<file path="config.mk">
export PLATFORM = sky130hd
export DESIGN_NAME = virtual_timer_multiplexer_top
export DESIGN_NICKNAME = d
export VERILOG_FILES = /design/src/sv/vtm_pkg.sv /design/src/sv/virtual_timer_multiplexer_top.sv
export SDC_FILE = /design/constraint.sdc
export NUM_CORES = 1
export LEC_CHECK = 0
export ABC_AREA = 1
export BUFFER_PORTS_ARGS = -buffer_cell sky130_fd_sc_hd__buf_2
export CAP_MARGIN = 30
export CORE_MARGIN = 2
export CORE_UTILIZATION = 40
export CTS_BUF_LIST = sky130_fd_sc_hd__clkbuf_8
export CTS_CLUSTER_SIZE = 16
export DETAILED_ROUTE_END_ITERATION = 8
export HOLD_SLACK_MARGIN = 0.12
export PLACE_DENSITY = 0.59
export SETUP_SLACK_MARGIN = 0.1
export SLEW_MARGIN = 30
export SYNTH_ARGS = -nofsm -noshare
export SYNTH_HDL_FRONTEND = slang
export SYNTH_SLANG_ARGS = --single-unit
</file>
<file path="constraint.sdc">
create_clock -name clock -period 7.7 [get_ports clock]
set_input_delay 0.77 -clock clock [delete_from_list [all_inputs] [get_ports clock]]
set_output_delay 0.77 -clock clock [all_outputs]
set_load 0.03 [all_outputs]
</file>
<file path="src/sv/vtm_pkg.sv">
`timescale 1ns / 1ps
// Shared types and constants for the virtual timer multiplexer.
// No dependencies.
package vtm_pkg;

   localparam int SLOT_COUNT     = 8;
   localparam int SLOT_BITS      = $clog2(SLOT_COUNT);
   localparam int COUNTER_BITS   = 32;
   localparam int DURATION_BITS  = 32;
   localparam int PRESCALE_BITS  = 4;
   localparam int PRESCALE_MAX   = 9;
   localparam int PRESCALE_CBITS = PRESCALE_MAX;
   localparam int PRESCALE_RESET = 4;

   localparam logic [1:0] OP_TICK     = 2'd0;
   localparam logic [1:0] OP_ONESHOT  = 2'd1;
   localparam logic [1:0] OP_REPEAT   = 2'd2;

   typedef struct packed {
      logic [1:0]               operation;
      logic [DURATION_BITS-1:0] duration;
   } req_type;

   typedef struct packed {
      logic [SLOT_BITS-1:0]    assigned_slot;
      logic                    table_full;
      logic                    fired;
      logic [SLOT_BITS-1:0]    fired_slot;
      logic [COUNTER_BITS-1:0] counter_now;
   } rsp_type;

   typedef enum logic [4:0] {
      ST_IDLE  = 5'b00001,
      ST_ADV   = 5'b00010,
      ST_SCAN  = 5'b00100,
      ST_FIRE  = 5'b01000,
      ST_START = 5'b10000
   } state_type;

endpackage

</file>
<file path="src/sv/virtual_timer_multiplexer_top.sv">
`timescale 1ns / 1ps
// Virtual timer multiplexer: slot table, prescaled counter and scan sequencer.
// Depends on vtm_pkg.
//
//   channel  | handshake                | payload
//   ---------+--------------------------+------------------------------
//   req      | req_valid / req_stall    | req_data (operation, duration)
//   rsp      | rsp_valid / rsp_stall    | rsp_data (slot, flags, counter)
//   csr      | csr_write_enable         | csr_write_data (prescale shift)
//
// A tick item steps the prescaled counter, scans the table through one subtract-and-compare
// unit behind the registered read, and then reloads or frees the winning slot. A start
// item skips the scan and goes straight to ST_START. req_stall is high from accept until
// the result is registered, and the last step waits while an earlier result is held by
// rsp_stall.
// Reset is synchronous; no clearing pass, slot state is the busy bits.
module virtual_timer_multiplexer_top (
   input  logic                        clock,
   input  logic                        reset,
   input  logic                        req_valid,
   output logic                        req_stall,
   input  vtm_pkg::req_type            req_data,
   output logic                        rsp_valid,
   input  logic                        rsp_stall,
   output vtm_pkg::rsp_type            rsp_data,
   input  logic                        csr_write_enable,
   input  logic [vtm_pkg::PRESCALE_BITS-1:0] csr_write_data
);
   import vtm_pkg::*;

   state_type                   state_ff, state_in;
   logic [PRESCALE_BITS-1:0]    shift_ff;
   logic [COUNTER_BITS-1:0]     counter_ff, counter_in;
   logic [PRESCALE_CBITS-1:0]   pcount_ff, pcount_in;
   logic [SLOT_COUNT-1:0]       busy_ff, busy_in;
   logic [1:0]                  op_ff;
   logic [DURATION_BITS-1:0]    duration_ff;
   logic [SLOT_BITS:0]          scan_ff, scan_in;
   logic                        best_vld_ff, best_vld_in;
   logic [SLOT_BITS-1:0]        best_idx_ff, best_idx_in;
   logic [COUNTER_BITS-1:0]     best_lag_ff, best_lag_in;
   logic [COUNTER_BITS-1:0]     best_per_ff, best_per_in;
   logic                        rsp_valid_ff, rsp_valid_in;
   rsp_type                     rsp_ff, rsp_in;

   logic [COUNTER_BITS-1:0]     expiry_mem [SLOT_COUNT];
   logic [COUNTER_BITS-1:0]     period_mem [SLOT_COUNT];
   logic [COUNTER_BITS-1:0]     expiry_rd_ff;
   logic [COUNTER_BITS-1:0]     period_rd_ff;
   logic [SLOT_BITS-1:0]        rd_addr;
   logic                        exp_we, per_we;
   logic [SLOT_BITS-1:0]        wr_addr;
   logic [COUNTER_BITS-1:0]     exp_wdata, per_wdata;

   logic [COUNTER_BITS-1:0]     add_b, sum;
   logic [COUNTER_BITS-1:0]     lag;
   logic [SLOT_BITS-1:0]        cmp_idx;
   logic                        take;
   logic                        out_free;
   logic                        accept;
   logic [PRESCALE_BITS-1:0]    shift_eff;
   logic [PRESCALE_CBITS:0]     limit, pcount_plus;
   logic                        free_found;
   logic [SLOT_BITS-1:0]        free_idx;
   logic                        is_start;

   assign accept    = req_valid && (state_ff == ST_IDLE);
   assign req_stall = (state_ff != ST_IDLE);
   assign out_free  = !rsp_valid_ff || !rsp_stall;
   assign rsp_valid = rsp_valid_ff;
   assign rsp_data  = rsp_ff;
   assign is_start  = (op_ff == OP_ONESHOT) || (op_ff == OP_REPEAT);

   // prescaler limit, shift clamped to PRESCALE_MAX
   assign shift_eff   = (shift_ff > PRESCALE_BITS'(PRESCALE_MAX)) ?
                        PRESCALE_BITS'(PRESCALE_MAX) : shift_ff;
   assign limit       = (PRESCALE_CBITS+1)'(1) << shift_eff;
   assign pcount_plus = {1'b0, pcount_ff} + (PRESCALE_CBITS+1)'(1);

   // shared adder: counter step, start expiry, periodic reload
   always_comb begin
      case (state_ff)
         ST_ADV:   add_b = COUNTER_BITS'(1);
         ST_START: add_b = duration_ff[COUNTER_BITS-1:0];
         default:  add_b = best_per_ff;
      endcase
   end
   assign sum = counter_ff + add_b;

   // scan compare: slot read last cycle against the best so far
   assign rd_addr = scan_ff[SLOT_BITS-1:0];
   assign cmp_idx = rd_addr - SLOT_BITS'(1);
   assign lag     = counter_ff - expiry_rd_ff;
   assign take    = (scan_ff != '0) && busy_ff[cmp_idx] && !lag[COUNTER_BITS-1] &&
                    (!best_vld_ff || (lag > best_lag_ff));

   // lowest free slot
   always_comb begin
      free_found = 1'b0;
      free_idx   = '0;
      for (int i = SLOT_COUNT - 1; i >= 0; i--) begin
         if (!busy_ff[i]) begin
            free_found = 1'b1;
            free_idx   = SLOT_BITS'(i);
         end
      end
   end

   always_comb begin
      state_in     = state_ff;
      counter_in   = counter_ff;
      pcount_in    = pcount_ff;
      busy_in      = busy_ff;
      scan_in      = scan_ff;
      best_vld_in  = best_vld_ff;
      best_idx_in  = best_idx_ff;
      best_lag_in  = best_lag_ff;
      best_per_in  = best_per_ff;
      rsp_valid_in = rsp_valid_ff && rsp_stall;
      rsp_in       = rsp_ff;
      exp_we       = 1'b0;
      per_we       = 1'b0;
      wr_addr      = best_idx_ff;
      exp_wdata    = sum;
      per_wdata    = '0;

      unique case (state_ff)
         ST_IDLE: begin
            if (accept) begin
               state_in = (req_data.operation == OP_TICK) ? ST_ADV : ST_START;
            end
         end
         ST_ADV: begin
            if (pcount_plus >= limit) begin
               pcount_in  = '0;
               counter_in = sum;
            end else begin
               pcount_in  = pcount_plus[PRESCALE_CBITS-1:0];
            end
            scan_in     = '0;
            best_vld_in = 1'b0;
            state_in    = ST_SCAN;
         end
         ST_SCAN: begin
            if (take) begin
               best_vld_in = 1'b1;
               best_idx_in = cmp_idx;
               best_lag_in = lag;
               best_per_in = period_rd_ff;
            end
            scan_in = scan_ff + (SLOT_BITS+1)'(1);
            if (scan_ff == (SLOT_BITS+1)'(SLOT_COUNT)) begin
               state_in = ST_FIRE;
            end
         end
         ST_FIRE: begin
            if (out_free) begin
               if (best_vld_ff) begin
                  if (best_per_ff != '0) begin
                     exp_we = 1'b1;
                  end else begin
                     busy_in[best_idx_ff] = 1'b0;
                  end
               end
               rsp_valid_in         = 1'b1;
               rsp_in.assigned_slot = '0;
               rsp_in.table_full    = 1'b0;
               rsp_in.fired         = best_vld_ff;
               rsp_in.fired_slot    = best_vld_ff ? best_idx_ff : '0;
               rsp_in.counter_now   = counter_ff;
               state_in             = ST_IDLE;
            end
         end
         ST_START: begin
            if (out_free) begin
               rsp_valid_in         = 1'b1;
               rsp_in.assigned_slot = '0;
               rsp_in.table_full    = 1'b0;
               rsp_in.fired         = 1'b0;
               rsp_in.fired_slot    = '0;
               rsp_in.counter_now   = counter_ff;
               if (is_start) begin
                  if (free_found) begin
                     busy_in[free_idx]    = 1'b1;
                     exp_we               = 1'b1;
                     per_we               = 1'b1;
                     wr_addr              = free_idx;
                     per_wdata            = (op_ff == OP_REPEAT) ?
                                            duration_ff[COUNTER_BITS-1:0] : '0;
                     rsp_in.assigned_slot = free_idx;
                  end else begin
                     rsp_in.table_full    = 1'b1;
                  end
               end
               state_in = ST_IDLE;
            end
         end
         default: state_in = ST_IDLE;
      endcase
   end

   always_ff @(posedge clock) begin
      if (reset) begin
         state_ff     <= ST_IDLE;
         shift_ff     <= PRESCALE_BITS'(PRESCALE_RESET);
         counter_ff   <= '0;
         pcount_ff    <= '0;
         busy_ff      <= '0;
         scan_ff      <= '0;
         best_vld_ff  <= 1'b0;
         rsp_valid_ff <= 1'b0;
      end else begin
         state_ff     <= state_in;
         counter_ff   <= counter_in;
         pcount_ff    <= pcount_in;
         busy_ff      <= busy_in;
         scan_ff      <= scan_in;
         best_vld_ff  <= best_vld_in;
         rsp_valid_ff <= rsp_valid_in;
         if (csr_write_enable) begin
            shift_ff <= csr_write_data;
         end
      end
   end

   // payload registers
   always_ff @(posedge clock) begin
      best_idx_ff <= best_idx_in;
      best_lag_ff <= best_lag_in;
      best_per_ff <= best_per_in;
      rsp_ff      <= rsp_in;
      if (accept) begin
         op_ff       <= req_data.operation;
         duration_ff <= req_data.duration;
      end
   end

   // slot tables: one write port, one registered read port each
   always_ff @(posedge clock) begin
      if (exp_we) begin
         expiry_mem[wr_addr] <= exp_wdata;
      end
      if (per_we) begin
         period_mem[wr_addr] <= per_wdata;
      end
      expiry_rd_ff <= expiry_mem[rd_addr];
      period_rd_ff <= period_mem[rd_addr];
   end

endmodule

</file>
* Word-level counts from Yosys, hierarchy flattened
Memories as Yosys holds them, arrays and structs flattened. A register that Yosys moved wholly into a read port is not among the register bits.
Index checks and enable logic that the tools add are counted.
** Word-level totals
- Flip-flop bits (word level) :: 205
- Word-level logic and storage cells :: 152
- Memories kept :: 2
- Output and inout port bits :: 42
- RAM bits :: 512
** Cells by class
- $lt $le $gt $ge :: 8
- Reduce and logical (&&, ||, !) cells :: 26
- Add/sub/neg operators :: 5
- Eq/ne operators :: 19
- Bitwise gates (word level) :: 3
- Muxes and demuxes :: 70
- Shifts and indexed selects :: 1
** Memory list
- expiry_mem :: depth 8, width 32, rd ports 1, clocked after Yosys merged registers in 1, write ports 1, RTL line virtual_timer_multiplexer_top.sv:46 : logic [COUNTER_BITS-1:0] expiry_mem [SLOT_COUNT];
- period_mem :: depth 8, width 32, rd ports 1, clocked after Yosys merged registers in 1, write ports 1, RTL line virtual_timer_multiplexer_top.sv:47 : logic [COUNTER_BITS-1:0] period_mem [SLOT_COUNT];
** Operators by type and width (number)
- $mux 32 :: 5
- $mux 40 :: 2
- $pmux 40 s2 :: 1
- $pmux 32 s2 :: 1
- $mux 8 :: 6
- $mux 3 :: 14
- $add 32x32->32 :: 1
- $gt 32x32->1 :: 1
- $reduce_bool 32->1 :: 1
- $sub 32x32->32 :: 1
- $mux 1 :: 26
- $mux 5 :: 4
- $pmux 5 s4 :: 1
- $ne 2x2->1 const B :: 9
- $pmux 8 s2 :: 1
- $lt 3x4->1 const B :: 3
- $add 9x1->10 const B :: 1
- $ge 10x10->1 :: 1
- $shl 1x4->10 const A :: 1
- $mux 9 :: 1
- $and 8x8->8 :: 1
- $mux 4 :: 2
- $not 8->8 :: 1
- $or 8x8->8 :: 1
- 28 further kinds :: 46

* Longest topological paths before layout
- Word-level depth :: 17
- Gate-level depth with buffers :: 27
- Depth with buffers taken out :: 27

* Worst setup path before layout
Ideal clock, no wire load.
- Path type :: register to register
- From :: reg counter_ff[0]
- To :: reg best_idx_ff[0], enable pin
- Clock period less this slack :: 4.640 ns
- Stages on the path, launching flop included :: 24
- Data required time :: 7.268 ns
- Arrival :: 4.208 ns
- Buffers on the path :: 0
- Path slack :: 3.060 ns
- Path through :: dfxtp_1 > inv_1 > ha_1 > inv_1 > fa_1 > nand3_1 > nand2_1 > nand2_1 > nand2_1 > inv_1 > o21ai_1 > nand3_1 > nand2_1 > xnor2_1 > inv_1 > ha_1 > nand2_1 > nor3_1 > and3_1 > nand2_1 > nand2_1 > nand2_1 > nand2_1 > and2_1
** On the way
- Cells in the longest elaborated chain, start to end :: 5
- Elaborated cells between the ends (all ways) :: 7
** RTL lines
- start: declaration :: RTL line virtual_timer_multiplexer_top.sv:33 : logic [COUNTER_BITS-1:0] counter_ff, counter_in;
- start signal: assignment :: RTL line virtual_timer_multiplexer_top.sv:214 : counter_ff <= counter_in;
- $sub 32x32->32 :: RTL line virtual_timer_multiplexer_top.sv:93 : assign lag = counter_ff - expiry_rd_ff;
- named net lag[30] :: RTL line virtual_timer_multiplexer_top.sv:56 : logic [COUNTER_BITS-1:0] lag;
- $gt 32x32->1 :: RTL line virtual_timer_multiplexer_top.sv:95 : (!best_vld_ff || (lag > best_lag_ff));
- $logic_or 1x1->1 :: RTL line virtual_timer_multiplexer_top.sv:95
- $logic_and 1x1->1 :: RTL line virtual_timer_multiplexer_top.sv:94 : assign take = (scan_ff != '0) && busy_ff[cmp_idx] && !lag[COUNTER_BITS-1] &&
- $reduce_and 2->1 (no source line)
- end signal: assignment :: RTL line virtual_timer_multiplexer_top.sv:228 : best_idx_ff <= best_idx_in;
- end: declaration :: RTL line virtual_timer_multiplexer_top.sv:40 : logic [SLOT_BITS-1:0] best_idx_ff, best_idx_in;
The timed path passes the listed nets, and every way through them passes these cells.
A chain may end at the register's enable or synchronous reset.

* Final worst setup path
- From :: reg state_ff[3]
- To :: mem expiry_mem[3][16] (data pin)
** On the way
- Cells in the longest elaborated chain, start to end :: 3
- Elaborated cells between the ends (all ways) :: 4
** RTL lines
- start: declaration :: RTL line virtual_timer_multiplexer_top.sv:31 : state_type state_ff, state_in;
- start signal: assignment :: RTL line virtual_timer_multiplexer_top.sv:213 : state_ff <= state_in;
- $eq 5x5->1 / $eq 5x2->1 (equally long branches) :: RTL line virtual_timer_multiplexer_top.sv:82 : case (state_ff)
- $pmux 32 s2 * :: RTL line virtual_timer_multiplexer_top.sv:82
- $add 32x32->32 * :: RTL line virtual_timer_multiplexer_top.sv:88 : assign sum = counter_ff + add_b;
- named net exp_wdata[16] :: RTL line virtual_timer_multiplexer_top.sv:53 : logic [COUNTER_BITS-1:0] exp_wdata, per_wdata;
- end: declaration :: RTL line virtual_timer_multiplexer_top.sv:46
Mark *: on every way through the listed nets, which the timed path passes. The rest lies on a longest branch.

==> impl_metrics.ini <==
[power]
p_per_area_mw_per_mm2 = 218
leakage_nw = 15.2
peakVddDrop_mv = 0.152

[sta]
period_minus_slack_ps = 4520
hold_viol = 0
final-max-slew-violation-count = 0
finalSetupTns_ps = 0
fmax_ghz = 0.221
worstMarginPinSlew_ps = 920
rsz0062_at_grt = false
maxSlewHeadroom = 0.387
finalCritPeriodShare = 0.587
fin_skew_ps = 30.2
final-setup-viol-count = 0

[cells_and_area]
area_growth_syn_to_layout_pct = 12.9
layout_commonest_cell = edfxtp_1
regArea_sq_mm = 0.0222
nets = 3483
final_area_sq_mm = 0.0384
multi_input_area_sq_mm = 0.0104
fillers = 7843
mostFrequentLayoutCells = edfxtp_1, nor2_1, nand2_1
drive_above_1_share = 0.0986
fin_cells = 4572

[clock_tree]
postCtsSetupBuffers = 0
hold_buffers = 5
cts.sinks = 781
clk_pin_slew_ps = 60
cts_root_buffer = clkbuf_8
cts_buffers = 130
clockBufferDepth = 3
clk_latency_ps = 760
cts_resized = 0
h-tree-depth = 4
cts_tree = built

[setup_path]
critPathKind = flop to flop
cp_top_family = compound AO/OA/AOI/OAI gates
cp.arrival_ps = 4970
r2r_cells = 15
crit_path_max_fanout = 31
path_buf_inv = 2
start_kind = flop
cp_num_cells = 15
cp-end-kind = flop
critPathRequiredTime_ps = 8160
crit_slowest_cell = xor2_1
path_cells = nor2_4 > nand4_1 > nand2_1 > buf_4 > o22ai_1 > inv_1 > ha_1 > fa_1 > nand2_1 > nand2_1 > o21ai_1 > o21bai_1 > nand2_1 > nand2_1 > xor2_1
r2r_setup_slack_ps = 3180
worst_path_most_repeated_cell = nand2_1
critPathMaxStageDelay_ps = 580

[logic_synthesis]
synth_cell_types = 50
synthesis.area_sq_mm = 0.0340
synth_ff_type = edfxtp_1
syn_avg_cell_area_sq_um = 10.6
synth_edf_count = 653
synth-async-reset-ratio = 0
synth_nets = 3351
yosysWarningCount = 0
synth-seq-cells = 781
synth_seq_area_share = 0.652
syn_inst = 3198

[placed_design]
placed_cells = 4325
place.gp.congestion = 0.942
dp_hpwl_um = 57700
place_area_sq_mm = 0.0358
portBuffers = 84

[global_route]
grt_use_total = 0.211
antenna_found_initial = 2
grt_pass1_wl_um = 138000
grt.overflow.total = 0
grt_max_degree = 218
grt_pass1_vias = 22600

[die]
coreArea_sq_mm = 0.0840
row_count = 106
fp.dieH_um = 296
pin_count = 85
fp.dieW_um = 296
die_area_sq_mm = 0.0874
initial_core_util = 0.405

[detailed_routing]
routedWlPerCell_um = 20.2
via_per_inst = 5.24
ant_nets = 0
vias = 23900
drc = 0
drt_iter0_markers = 2119
drt_first_pass_iters = 8
wl_um = 92200

[status]
status = finished, final reports clean

[job]
maxCapViolations = 0

[worst_hold_path]
hold_depth = 1
hp-class = primary input to flop
[sequential cells by signal, indices dropped and copies added, names as in the netlist, 5 cells and up]
register / flops
duration_ff: 32
period_rd_ff: 32
best_per_ff: 32
expiry_mem: 256
busy_ff: 8
best_lag_ff: 32
state_ff: 5
expiry_rd_ff: 32
counter_ff: 32
period_mem: 256
pcount_ff: 9
rsp_data: 40
[cells in the mapped netlist, types with 2 or more instances]
master | instances | area share
a21oi_1 | 119 | 0.018
xnor2_1 | 9 | 0.0023
inv_2 | 3 | 0.00033
nor4_1 | 8 | 0.0015
buf_2 | 27 | 0.0040
o211ai_1 | 2 | 0.00044
o311ai_0 | 3 | 0.00077
nand3_4 | 2 | 0.0010
a21o_1 | 6 | 0.0013
edfxtp_1 | 653 | 0.58
dfxtp_1 | 128 | 0.075
or2_2 | 2 | 0.00037
fa_1 | 2 | 0.0012
nand2_1 | 369 | 0.041
ha_1 | 108 | 0.040
and3_1 | 3 | 0.00055
inv_1 | 279 | 0.031
o21bai_1 | 9 | 0.0020
o22ai_1 | 95 | 0.017
clkbuf_1 | 86 | 0.0095
buf_1 | 10 | 0.0011
nand3_1 | 68 | 0.010
nor2_1 | 645 | 0.071
o21ai_2 | 2 | 0.00051
o21ai_1 | 6 | 0.00088
o21ai_0 | 329 | 0.048
xor2_1 | 41 | 0.011
nand3b_1 | 4 | 0.00088
o21a_1 | 6 | 0.0013
buf_4 | 4 | 0.00088
nor2_4 | 2 | 0.00066
nand2_2 | 2 | 0.00037
nand4_1 | 27 | 0.0050
a22oi_1 | 4 | 0.00088
a211oi_1 | 2 | 0.00044
nor3_1 | 49 | 0.0072
a31oi_1 | 71 | 0.013
[worst register-to-register path, stage by stage, from the launching register on]
cell      delay, ps
dfxtp_1         450
nor2_4           60
nand4_1         470
nand2_1         100
buf_4           280
o22ai_1         520
inv_1           270
ha_1            320
fa_1            410
nand2_1          80
nand2_1          50
o21ai_1         240
o21bai_1        230
nand2_1         100
nand2_1          60
xor2_1          580
[metal layers]
layer	share of wire	wire, um	GRT usage
met4	0.028	2610	0.0769
met1	0.44	40800	0.286
met5	0.00012	11	0
met3	0.061	5650	0.0360
met2	0.47	43200	0.342
[kinds of logic after synthesis]
| family | count (synthesis) | synth area share |
|---|---|---|
| fa+ha+maj | 110 | 0.0409 |
| buf+inv | 410 | 0.0468 |
| simple gates | 1189 | 0.142 |
| xor+xnor | 50 | 0.0129 |
| compound gates | 658 | 0.106 |
| flops | 781 | 0.652 |
[path summary, 6_finish.rpt]
path / start / end
max reg2reg: state_ff[3]$_SDFFE_PP0P_ / expiry_mem[3][16]$_DFFE_PP_
min reg2reg: period_rd_ff[29]$_DFF_P_ / best_per_ff[29]$_DFFE_PP_
min: req_data[1] / duration_ff[1]$_DFFE_PP_
max: state_ff[3]$_SDFFE_PP0P_ / expiry_mem[3][16]$_DFFE_PP_
[report_power, final]
part	total, W	switching (W)	internal (W)	leakage, nW
combinational	0.000248	0.000190	0.0000576	6.69
sequential	0.00461	0.0000163	0.00459	7.09
clock	0.00354	0.00169	0.00185	1.47
total	0.00839	0.00189	0.00650	15.2
[per-stage QoR]
| stage | hold WS [ps] | power, W | util | worst slack (ps) |
|---|---|---|---|---|
| after CTS | 120 | 0.00847 | 0.457 | 3200 |
| after floorplan | 386 | 0.00483 | - | 3060 |
| after detailed placement | 389 | 0.00494 | 0.426 | 3210 |
| final | 180 | 0.00839 | 0.458 | 3180 |
| after global routing | 136 | 0.00868 | 0.458 | 2910 |
| after global placement | 386 | 0.00494 | 0.426 | 3230 |
[cell type report]
type	count	share of cell area
Antenna cell	1	0.0000651
Clock buffer	145	0.0519
Clock inverter	94	0.0140
Inverter	283	0.0280
Multi-Input combinational cell	2007	0.271
Sequential cell	781	0.577
Tap cell	1134	0.0369
Timing Repair Buffer	127	0.0211
No activity file was read; power rests on OpenSTA's default activity.
